==> src/cso_pkg.sv <==
`timescale 1ns / 1ps
// Shared constants for the circle / segment overlap test pipeline.
// No dependencies.
package cso_pkg;

    // query kind carried on s_tuser
    localparam logic REQ_CIRCLE  = 1'b0;
    localparam logic REQ_SEGMENT = 1'b1;

    localparam int RADIUS_WIDTH = 15;
    localparam int RSUM_WIDTH   = RADIUS_WIDTH + 1;   // radius_a + radius_b
    localparam int RSQ_WIDTH    = 2 * RSUM_WIDTH;     // (radius_a + radius_b)^2

    // result word layout
    localparam int OUT_TDATA_WIDTH = 8;
    localparam int HIT_BIT         = 0;
    localparam int PAR_BIT         = 1;

endpackage

==> src/cso_diff.sv <==
`timescale 1ns / 1ps
// Stage 1: edge vectors of both segments, centre offset and radius sum.
// Depends on cso_pkg.
module cso_diff #(
    parameter int COORD_WIDTH = 16
) (
    input  logic                                  aclk,
    input  logic                                  aresetn,
    input  logic                                  in_valid,
    output logic                                  in_ready,
    input  logic                                  in_req,
    input  logic signed [COORD_WIDTH-1:0]         p0_x,
    input  logic signed [COORD_WIDTH-1:0]         p0_y,
    input  logic signed [COORD_WIDTH-1:0]         p1_x,
    input  logic signed [COORD_WIDTH-1:0]         p1_y,
    input  logic signed [COORD_WIDTH-1:0]         q0_x,
    input  logic signed [COORD_WIDTH-1:0]         q0_y,
    input  logic signed [COORD_WIDTH-1:0]         q1_x,
    input  logic signed [COORD_WIDTH-1:0]         q1_y,
    input  logic [cso_pkg::RADIUS_WIDTH-1:0]      radius_a,
    input  logic [cso_pkg::RADIUS_WIDTH-1:0]      radius_b,
    output logic                                  out_valid,
    input  logic                                  out_ready,
    output logic                                  out_req,
    output logic signed [COORD_WIDTH:0]           ax,
    output logic signed [COORD_WIDTH:0]           ay,
    output logic signed [COORD_WIDTH:0]           bx,
    output logic signed [COORD_WIDTH:0]           by,
    output logic signed [COORD_WIDTH:0]           cx,
    output logic signed [COORD_WIDTH:0]           cy,
    output logic [cso_pkg::RSUM_WIDTH-1:0]        rsum
);

    localparam int DW = COORD_WIDTH + 1;

    logic                             valid_reg;
    logic                             req_reg;
    logic signed [DW-1:0]             ax_reg, ay_reg, bx_reg, by_reg, cx_reg, cy_reg;
    logic [cso_pkg::RSUM_WIDTH-1:0]   rsum_reg;

    assign in_ready = !valid_reg || out_ready;

    always_ff @(posedge aclk) begin
        if (!aresetn) begin
            valid_reg <= 1'b0;
        end else if (in_ready) begin
            valid_reg <= in_valid;
        end
    end

    always_ff @(posedge aclk) begin
        if (in_valid && in_ready) begin
            req_reg  <= in_req;
            ax_reg   <= {p1_x[COORD_WIDTH-1], p1_x} - {p0_x[COORD_WIDTH-1], p0_x};
            ay_reg   <= {p1_y[COORD_WIDTH-1], p1_y} - {p0_y[COORD_WIDTH-1], p0_y};
            bx_reg   <= {q0_x[COORD_WIDTH-1], q0_x} - {q1_x[COORD_WIDTH-1], q1_x};
            by_reg   <= {q0_y[COORD_WIDTH-1], q0_y} - {q1_y[COORD_WIDTH-1], q1_y};
            cx_reg   <= {q0_x[COORD_WIDTH-1], q0_x} - {p0_x[COORD_WIDTH-1], p0_x};
            cy_reg   <= {q0_y[COORD_WIDTH-1], q0_y} - {p0_y[COORD_WIDTH-1], p0_y};
            rsum_reg <= {1'b0, radius_a} + {1'b0, radius_b};
        end
    end

    assign out_valid = valid_reg;
    assign out_req   = req_reg;
    assign ax        = ax_reg;
    assign ay        = ay_reg;
    assign bx        = bx_reg;
    assign by        = by_reg;
    assign cx        = cx_reg;
    assign cy        = cy_reg;
    assign rsum      = rsum_reg;

endmodule

==> config.mk <==
export PLATFORM = sky130hd
export DESIGN_NAME = cso_diff
export DESIGN_NICKNAME = d
export VERILOG_FILES = /design/src/cso_pkg.sv /design/src/cso_diff.sv
export SDC_FILE = /design/constraint.sdc
export NUM_CORES = 1
export LEC_CHECK = 0
export BUFFER_PORTS_ARGS = -buffer_cell sky130_fd_sc_hd__buf_2
export CAP_MARGIN = 25
export CORE_ASPECT_RATIO = 1.1
export CORE_UTILIZATION = 45
export CTS_CLUSTER_SIZE = 25
export DETAILED_ROUTE_END_ITERATION = 10
export MAX_ROUTING_LAYER = met4
export PLACE_DENSITY = 0.81
export SLEW_MARGIN = 5
export SYNTH_ARGS = -nofsm -noshare
export SYNTH_HDL_FRONTEND = slang
export SYNTH_SLANG_ARGS = --single-unit
==> constraint.sdc <==
create_clock -name aclk -period 4.5 [get_ports aclk]
set_input_delay 0.45 -clock aclk [delete_from_list [all_inputs] [get_ports aclk]]
set_output_delay 0.45 -clock aclk [all_outputs]
set_load 0.01 [all_outputs]
Word level (Yosys, flattened, before mapping)
Cells that the tools add are included.
{"block": "word_totals", "in_bits": 163, "output_inout_bits": 121, "ff_bits": 120, "wordCells": 19}
{"block": "classes", "addsub": 7, "n_reduce_logical": 3}
{"operator": "$sub A16 B16 Y17", "n": 6}
{"operator": "$add A15 B15 Y16", "n": 1}
{"operator": "$logic_and A1 B1 Y1", "n": 1}
{"operator": "$logic_not A1 Y1", "n": 1}
{"operator": "$logic_or A1 B1 Y1", "n": 1}

Longest topological paths before layout
Gate-level depths: netlist of the first run.
{"block": "depth", "ltp_word": 3, "depth_mapped": 10}

Least setup slack after synthesis of the first run
OpenSTA, ideal clock, no wires.
{"block": "synth_path", "path_type": "input to register", "from": "input port out_ready", "to": "register ax_reg[0] (netlist: ax[0]) (enable)", "t_arrival_ns": 3.402, "setup_slack_ns": 0.606, "required_ns": 4.008, "cell_stages": 2, "path_cell_list": "nand2b_1 and2_1"}
{"block": "synth_via", "elab_chain_len": 2}
{"item": "start: declaration", "line_no": "cso_diff.sv:23", "rtl": "input logic out_ready,"}
{"item": "$logic_or A1 B1 Y1", "line_no": "cso_diff.sv:41", "rtl": "assign in_ready = !valid_reg || out_ready;"}
{"item": "$logic_and A1 B1 Y1", "line_no": "cso_diff.sv:52", "rtl": "if (in_valid && in_ready) begin"}
{"item": "end signal: assignment", "line_no": "cso_diff.sv:54", "rtl": "ax_reg <= {p1_x[COORD_WIDTH-1], p1_x} - {p0_x[COORD_WIDTH-1], p0_x};"}
{"item": "end: declaration", "line_no": "cso_diff.sv:38", "rtl": "logic signed [DW-1:0] ax_reg, ay_reg, bx_reg, by_reg, cx_reg, cy_reg;"}
No other way between the ends.
A chain may end at the register's enable or synchronous reset.

Worst setup path after layout of the first run
{"block": "layout_path", "from": "input port q0_y[0]", "to": "register cy_reg[16] (netlist: cy[16]) (data pin)"}
{"block": "layout_via", "elab_chain_len": 1}
{"item": "start: declaration", "line_no": "cso_diff.sv:17", "rtl": "input logic signed [COORD_WIDTH-1:0] q0_y,"}
{"item": "$sub A16 B16 Y17", "line_no": "cso_diff.sv:59", "rtl": "cy_reg <= {q0_y[COORD_WIDTH-1], q0_y} - {p0_y[COORD_WIDTH-1], p0_y};"}
{"item": "end signal: assignment", "line_no": "cso_diff.sv:59"}
{"item": "end: declaration", "line_no": "cso_diff.sv:38"}
No other way between the ends.

==> results of run 1 <==
[where the power goes]
group          leakage [nW]  switching, W  internal, W
clock                 0.286      0.000535     0.000874
combinational          3.83      0.000633     0.000495
sequential             1.16     0.0000344      0.00143
total                  5.27       0.00120      0.00280
[layout make-up]
class                           instances  share of cell area (%)
Antenna cell                            2                  0.0440
Clock buffer                           18                    3.77
Clock inverter                         14                    1.54
Inverter                              101                    3.33
Multi-Input combinational cell        653                    44.3
Sequential cell                       120                    31.6
Tap cell                              252                    2.77
Timing Repair Buffer                  284                    12.6
[kinds of logic (layout without fill, tap and decap cells)]
logic type,after synthesis,in the layout
fa+ha+maj,118,118
other cells,0,2
mux,4,4
compound gates,251,251
flops,120,120
buf+inv,108,417
xor+xnor,80,80
simple gates,200,200
[worst max path at each step]
stage,from,to,slack [ns],cells past startpoint
after CTS,q0_y[0],cy[16]$_DFFE_PP_,2.07,11
after floorplan,out_ready,ax[0]$_DFFE_PP_,0.61,2
after global routing,q0_y[0],cy[16]$_DFFE_PP_,1.91,11
after global placement,p0_y[0],cy[16]$_DFFE_PP_,1.72,10
final,q0_y[0],cy[16]$_DFFE_PP_,2.02,11
after detailed placement,q0_y[0],cy[16]$_DFFE_PP_,1.63,11
[critical path, cell delays in order]
cell	delay [ns]
buf_2	0.08
inv_1	0.05
ha_1	0.21
fa_1	0.42
nor2b_1	0.14
o21ai_1	0.09
a21oi_1	0.27
o221ai_1	0.19
a211oi_1	0.36
o21ai_1	0.15
a31o_1	0.24
[stage by stage]
stage          std cells  total power (W)  area (um2)  setup slack [ns]  hold slack (ns)
2_1_floorplan        881          0.00225        9040             0.606            0.549
3_3_place_gp        1410          0.00258       10800              1.72            0.514
3_5_place_dp        1410          0.00261       10800              1.63            0.531
4_1_cts             1442          0.00403       11400              2.07            0.187
5_1_grt             1444          0.00421       11400              1.91            0.187
6_report            1444          0.00400       11400              2.02            0.207
[synthesized netlist by cell type, types with 7 or more instances]
master    count
o21ai_0      22
a21o_1       20
o21a_1       18
o31a_1        7
a31oi_1       8
nand4_1      10
inv_1       101
xor2_1       23
edfxtp_1    119
a21oi_1      72
fa_1          7
nand3_1      18
a211oi_1      7
nor2_1       57
o211ai_1      7
nor2b_1      20
nand2b_1     13
nand2_1      38
o21ai_1      29
or3_1         9
ha_1        111
xnor2_1      57
clkbuf_1      7
nor3_1       17
[routing by layer]
metal,track usage [%],vias up
met5,-,-
met4,9.51,0
met3,6.26,40
met2,37.6,311
met1,24.2,3509
li1,-,3836
==> impl_metrics.csv, run 1 <==
group,metric,value,unit
global_routing,overflow,0,
placed_design,io_buffers,283,
clock_network,numCtsBuffers,17,
placed_design,dp_hpwl,18200,um
logic_synthesis,synth_top_family_by_area,"compound AO/OA/AOI/OAI gates",
critical_path,path_class,"primary input to flop",
logic_synthesis,synthesis.area,9040,um2
drt,via_count,7696,
logic_synthesis,ys.flop_type,"edfxtp_1",
critical_path,crit_required,4.66,ns
timing,hold_viol_final,0,
die,die_y,151,um
finish,ff_latch_area,3590,um2
logic_synthesis,synth_xor_area_share,7.75,%
clock_network,clock-sinks,120,
die,die_w,137,um
logic_synthesis,synth_area_leaders,"edfxtp_1 40%, ha_1 15%, xnor2_1 5.5%, inv_1 4.2%, a21oi_1 4.0%",
global_routing,grt_pass1_vias,7252,
critical_path,timing.rr.start,"out_valid$_SDFFE_PN0N_",
die,fp.coreArea,19700,um2
job,maxCapViolCount,0,
logic_synthesis,synthArstFlopShare,0,%
clock_network,cts_tree,"built",
logic_synthesis,synth.avg_cell_area,10.3,um2
logic_synthesis,synth.top_cell.area_share,39.5,%
timing,rsz0062_at_grt,"false",
critical_path,end_kind,"flop",
finish,fin_util,57.7,%
logic_synthesis,synthSimpleGateAreaFrac,11.3,%
logic_synthesis,synth_nets,1162,
clock_network,cts.path.max_buffers,2,
timing,min_period,2.48,ns
drt,first_pass_iters,4,
drt,dr_wl_met2,11200,um
timing,finalSetupTns,0,ns
critical_path,arrival,2.64,ns
finish,area_growth,25.9,%
logic_synthesis,synth_edf_count,119,
critical_path,r2r-end,"cy[10]$_DFFE_PP_",
logic_synthesis,yosysWarnings,0,
drt,vias_per_cell,5.33,
clock_network,cts_resized,0,
drt,routed.top_layer,"met4",
drt,wl_met3,1800,um
finish,nFillCells,1700,
global_routing,antenna_found_initial,2,
clock_network,postCtsHoldBufs,0,
timing,worst_pin_slew,0.761,ns
die,num_io_pins,284,
die,initial_core_util,45.8,%
critical_path,start_kind,"primary input",
critical_path,path_max_fanout,3,
clock_network,clk_pin_slew,0.06,ns
global_routing,grt_max_degree,67,
drt,wirelength,22500,um
clock_network,insertion_delay,0.42,ns
die,dieArea,20700,um2
timing,fmax,403,MHz
logic_synthesis,synth.distinct_cells,66,
finish,drive_above_1_share,29.2,%
die,fp-row-count,54,
timing,relSlewSlack,49.2,%
drt,ant_nets,0,
min_path,hold_end,"out_req$_DFFE_PP_",
finish,final_cell_mix,"283 x buf_2, 119 x edfxtp_1, 111 x ha_1, 101 x inv_1, 72 x a21oi_1",
drt,drt-met1-wl,8840,um
timing,setup_violations,0,
drt,drtIter0Drc,375,
timing,skew,0.0132,ns
min_path,holdPathStages,1,
finish,layout.nets,1458,
clock_network,ctsHtreeMaxLevel,4,
placed_design,gp_congestion,0.934,
finish,final_common_cell,"buf_2",
run_status,status,"complete, no violations",
global_routing,grt_pass1_wl,34100,um
timing,min_period_over_period,55.1,%
min_path,hp-start,"in_req",
drt,drc,0,
logic_synthesis,synthCells,881,
timing,slew_viol_final,0,
logic_synthesis,synth_compound_area_share,19.4,%
logic_synthesis,synth-seq-cells,120,
min_path,hp-class,"primary input to flop",
finish,multi_input_area,5040,um2
critical_path,reg2reg_slack,2.65,ns
critical_path,rr_worst_depth,3,
clock_network,cts_root_buf,"clkbuf_16",
pwr,peakVddDrop,0.000249,V
drt,wire_per_inst,15.5,um
logic_synthesis,synthMuxAreaShare,0.443,%
clock_network,cts_setup_buffers,0,
pwr,power.leakage,5.27,nW
logic_synthesis,yosysTopAreaCell,"edfxtp_1",
logic_synthesis,synth_seq_area_share,39.8,%
logic_synthesis,synthAdderAreaFrac,16.9,%
pwr,cellPowerDensity,352,nW/um2
global_routing,grtUsageTotal,22.2,%
(Power assumes the default switching activity.)
==> run 2: changes to the inputs <==
PLACE_DENSITY = 0.84   (was 0.81)
clock period = 2.07 ns   (was 4.5 ns; I/O delays follow)
==> impl_metrics.csv, run 2 (same netlist as run 1, synthesis figures left out) <==
group,metric,value,unit
finish,final_cell_mix,"283 x buf_2, 119 x edfxtp_1, 109 x ha_1, 101 x inv_1, 69 x a21oi_1",
timing,skew,0.0111,ns
drt,first_pass_iters,5,
drt,wirelength,24000,um
critical_path,r2r-end,"rsum[9]$_DFFE_PP_",
die,fp.coreArea,19700,um2
placed_design,place_ws,-0.350,ns
global_routing,antenna_found_initial,4,
die,die_y,151,um
timing,rsz0062_at_grt,"false",
clock_network,cts.path.max_buffers,2,
pwr,power.leakage,5.57,nW
die,dieArea,20700,um2
global_routing,grt_pass1_vias,8085,
clock_network,cts_root_buf,"clkbuf_16",
finish,drive_above_1_share,33.6,%
timing,fin_ws,0.141,ns
global_routing,overflow,0,
critical_path,max_stage_delay,0.29,ns
critical_path,crit_required,2.22,ns
timing,min_period_over_period,93.2,%
placed_design,gp_congestion,0.947,
min_path,hp-class,"primary input to flop",
drt,drc,0,
critical_path,end_kind,"flop",
finish,instances_no_fill,1512,
critical_path,rr_worst_depth,3,
critical_path,start_kind,"primary input",
timing,setup_violations,0,
job,maxCapViolCount,0,
global_routing,grtUsageTotal,24.4,%
global_routing,grt_max_degree,58,
timing,worst_pin_slew,0.411,ns
die,die_w,137,um
finish,final_common_cell,"buf_2",
die,initial_core_util,45.8,%
clock_network,clock-sinks,120,
critical_path,timing.rr.start,"out_valid$_SDFFE_PN0N_",
drt,wire_per_inst,15.9,um
finish,final_area,11900,um2
clock_network,clk_pin_slew,0.05,ns
critical_path,endpoint,"ax[15]$_DFFE_PP_",
timing,slew_viol_final,0,
timing,relSlewSlack,72.3,%
placed_design,io_buffers,283,
placed_design,place_inst,1476,
critical_path,reg2reg_slack,0.66,ns
critical_path,arrival,2.08,ns
global_routing,grt_pass1_wl,37900,um
clock_network,cts_tree,"built",
timing,min_period,1.93,ns
clock_network,insertion_delay,0.41,ns
run_status,status,"complete, no violations",
die,fp-row-count,54,
placed_design,dp_hpwl,19400,um
timing,finalSetupTns,0,ns
placed_design,placed_cell_area,11300,um2
drt,vias_per_cell,5.35,
critical_path,path_class,"primary input to flop",
timing,fmax,518,MHz
critical_path,slowest_stage,"o31a_1",
critical_path,crit_chain,"buf_2 > inv_1 > buf_4 > ha_1 > nor2b_1 > o31a_1 > o21a_1 > o2111ai_1 > nand2_1 > nand4_1 > o311ai_1",
drt,ant_nets,0,
drt,drtIter0Drc,439,
critical_path,critPathLaunch,"p0_x[1]",
die,num_io_pins,284,
clock_network,ctsHtreeMaxLevel,4,
finish,layout.nets,1526,
drt,via_count,8093,
pwr,cellPowerDensity,728,nW/um2
timing,hold_viol_final,0,
finish,area_growth,31.7,%
critical_path,path_max_fanout,3,
pwr,peakVddDrop,0.000562,V
clock_network,numCtsBuffers,17,
-- run 2: where the power goes --
group,internal [W],switching [W]
Combinational,0.00122,0.00144
Sequential,0.00311,0.0000851
Clock,0.00175,0.00107
Total,0.00607,0.00259
-- run 2: through the flow --
step	hold slack [ns]	utilization, %	total power [W]
after floorplan	0.306	-	0.00488
after global placement	0.391	57.3	0.00578
after detailed placement	0.391	57.3	0.00587
after CTS	0.0356	60.1	0.00871
after global routing	0.0354	60.3	0.00911
final	0.0537	60.3	0.00867
-- run 2: worst min path at each step --
stage	startpoint	endpoint	slack, ns	cells after the start
CTS	aresetn	out_valid$_SDFFE_PN0N_	0.04	2
detailed placement	in_req	out_req$_DFFE_PP_	0.39	1
global route	aresetn	out_valid$_SDFFE_PN0N_	0.04	2
global placement	in_req	out_req$_DFFE_PP_	0.39	1
finish	aresetn	out_valid$_SDFFE_PN0N_	0.05	2
floorplan	in_req	out_req$_DFFE_PP_	0.31	0
-- run 2: worst max-delay path, delay by kind of cell --
kind,cells,cell delay (ns)
buffers and inverters,3,0.30
and+or+nand+nor,3,0.43
AOI/OAI and AO/OA,4,0.86
adders and majority gates,1,0.27
-- run 2: what timing repair did --
item,4_1_cts,5_1_grt
buffers inserted,0,1
endpoints found under the setup margin,0,5
endpoints found under the hold margin,1,0
hold buffers,1,0
gates resized for setup,0,5
-- run 2: per-layer routing --
metal  track usage (%)  vias to the layer above  share of wire [%]
li1                  -                     3982                  -
met1              27.9                     3724                 40
met2              40.2                      315                 50
met3              4.75                       72                6.1
met4              13.0                        0                4.3
met5                 -                        -                  0
-- run 2: cell type report --
class                      count  area, um2
fill                        1675       7820
inverter                     101        379
multi-input combinational    653       5100
antenna                        4       10.0
sequential                   120       3590
clock buffer                  21        440
timing repair buffer         352       1960
tap                          252        315
clock inverter                 9        104
==> run 3: changes to the inputs <==
CORE_ASPECT_RATIO = not set   (was 1.1)
==> impl_metrics.csv, run 3 (same netlist as run 1, synthesis figures left out) <==
group,metric,value,unit
run_status,status,"complete, no violations",
global_routing,grt_pass1_wl,36700,um
finish,final_cell_mix,"283 x buf_2, 119 x edfxtp_1, 109 x ha_1, 101 x inv_1, 69 x a21oi_1",
timing,fmax,512,MHz
pwr,cellPowerDensity,738,nW/um2
die,dieArea,20700,um2
critical_path,crit_chain,"buf_2 > inv_1 > ha_2 > fa_2 > nor2b_1 > o21ai_2 > a21boi_2 > o31ai_2 > a21oi_2 > mux2i_1 > a2111oi_2",
drt,vias_per_cell,5.27,
clock_network,cts_root_buf,"clkbuf_16",
die,die_y,144,um
critical_path,slowest_stage,"a2111oi_2",
job,maxCapViolCount,0,
timing,slew_viol_final,0,
placed_design,dp_hpwl,19400,um
die,num_io_pins,284,
critical_path,path_class,"primary input to flop",
min_path,hp-class,"primary input to flop",
global_routing,grtUsageTotal,23.8,%
critical_path,arrival,2.14,ns
drt,wire_per_inst,15.7,um
global_routing,antenna_found_initial,3,
finish,instances_no_fill,1532,
timing,skew,0.00892,ns
critical_path,path_max_fanout,3,
finish,final_area,12000,um2
timing,min_period,1.95,ns
finish,ff_latch_area,3590,um2
critical_path,crit_required,2.26,ns
critical_path,end_kind,"flop",
finish,drive_above_1_share,33.7,%
timing,rsz0062_at_grt,"false",
min_path,hp-start,"aresetn",
critical_path,timing.rr.start,"out_valid$_SDFFE_PN0N_",
clock_network,ctsHtreeMaxLevel,4,
timing,worst_pin_slew,0.412,ns
timing,min_period_over_period,94.4,%
die,fp.coreArea,19600,um2
critical_path,max_stage_delay,0.40,ns
drt,drtIter0Drc,370,
drt,drc,0,
timing,whs,0.0507,ns
global_routing,overflow,0,
clock_network,insertion_delay,0.42,ns
clock_network,clock-sinks,120,
placed_design,place_inst,1491,
placed_design,io_buffers,283,
placed_design,gp_congestion,0.919,
clock_network,cts.path.max_buffers,2,
die,fp-row-count,51,
pwr,peakVddDrop,0.000537,V
finish,final_common_cell,"buf_2",
timing,hold_viol_final,0,
finish,fin_util,61.1,%
finish,layout.nets,1528,
die,initial_core_util,46.1,%
drt,first_pass_iters,5,
timing,relSlewSlack,72.2,%
clock_network,cts_tree,"built",
global_routing,grt_pass1_vias,7728,
timing,setup_violations,0,
global_routing,grt_max_degree,49,
die,die_w,144,um
clock_network,numCtsBuffers,17,
pwr,power.leakage,5.60,nW
clock_network,clk_pin_slew,0.06,ns
finish,nFillCells,1604,
drt,wirelength,24100,um
critical_path,critPathLaunch,"q0_x[0]",
placed_design,placed_cell_area,11300,um2
drt,via_count,8069,
finish,area_growth,32.5,%
critical_path,start_kind,"primary input",
drt,ant_nets,0,
finish,multi_input_area,5090,um2
[run 3: cell types whose count changed in the layout (fill, tap and decap cells not counted), sizes merged]
cell      previous run  this run
buf                351       353
diode                4         7
clkbuf              21        18
bufinv               2         3
clkinvlp             3         4
clkinv               4         7
[run 3: what timing repair did]
action,4_1_cts,5_1_grt
hold endpoints to repair,1,0
hold buffers,1,0
gates resized for setup,0,3
buffers inserted,0,1
setup endpoints to repair,0,2
[run 3: per-stage QoR]
step | setup WS (ns) | setup TNS, ns | total power [W]
after global routing | 0.00732 | 0 | 0.00927
after global placement | -0.261 | -5.38 | 0.00579
final | 0.115 | 0 | 0.00884
after floorplan | -0.00936 | -0.00936 | 0.00488
after detailed placement | -0.296 | -7.06 | 0.00587
after CTS | 0.0828 | 0 | 0.00888
[run 3: final cells by class]
| type | instances | share of cell area (%) |
|---|---|---|
| antenna | 7 | 0.146 |
| multi-input combinational | 653 | 42.5 |
| clock buffer | 18 | 3.58 |
| inverter | 101 | 3.16 |
| tap | 265 | 2.77 |
| sequential | 120 | 30.0 |
| timing repair buffer | 354 | 16.5 |
| clock inverter | 14 | 1.32 |
[run 3: final timing paths]
check | end | slack, ns | cells past startpoint
min | out_valid$_SDFFE_PN0N_ | 0.05 | 2
max reg2reg | by[7]$_DFFE_PP_ | 0.58 | 3
min reg2reg | out_valid$_SDFFE_PN0N_ | 0.54 | 2
max | bx[12]$_DFFE_PP_ | 0.12 | 11
[run 3: critical path, delay by kind of cell]
family                   cells  cell delay [ns]
AO/OA/AOI/OAI                5             0.99
buffers and inverters        2             0.13
adder cells (fa/ha/maj)      2             0.56
AND/OR/NAND/NOR              1             0.14
multiplexers                 1             0.12
[run 3: where the power goes]
group          internal (W)  leakage [nW]  total (W)  switching (W)
clock network       0.00188         0.272    0.00299        0.00111
logic               0.00122          4.17    0.00267        0.00145
registers           0.00311          1.16    0.00318      0.0000735
total               0.00620          5.60    0.00884        0.00264
[run 3: layer usage]
layer,up-vias,track usage [%],routed length [um]
met5,-,-,0
met4,0,10.1,733
met3,48,5.63,1640
met2,337,39.3,11700
met1,3704,27.6,10000
li1,3980,-,-
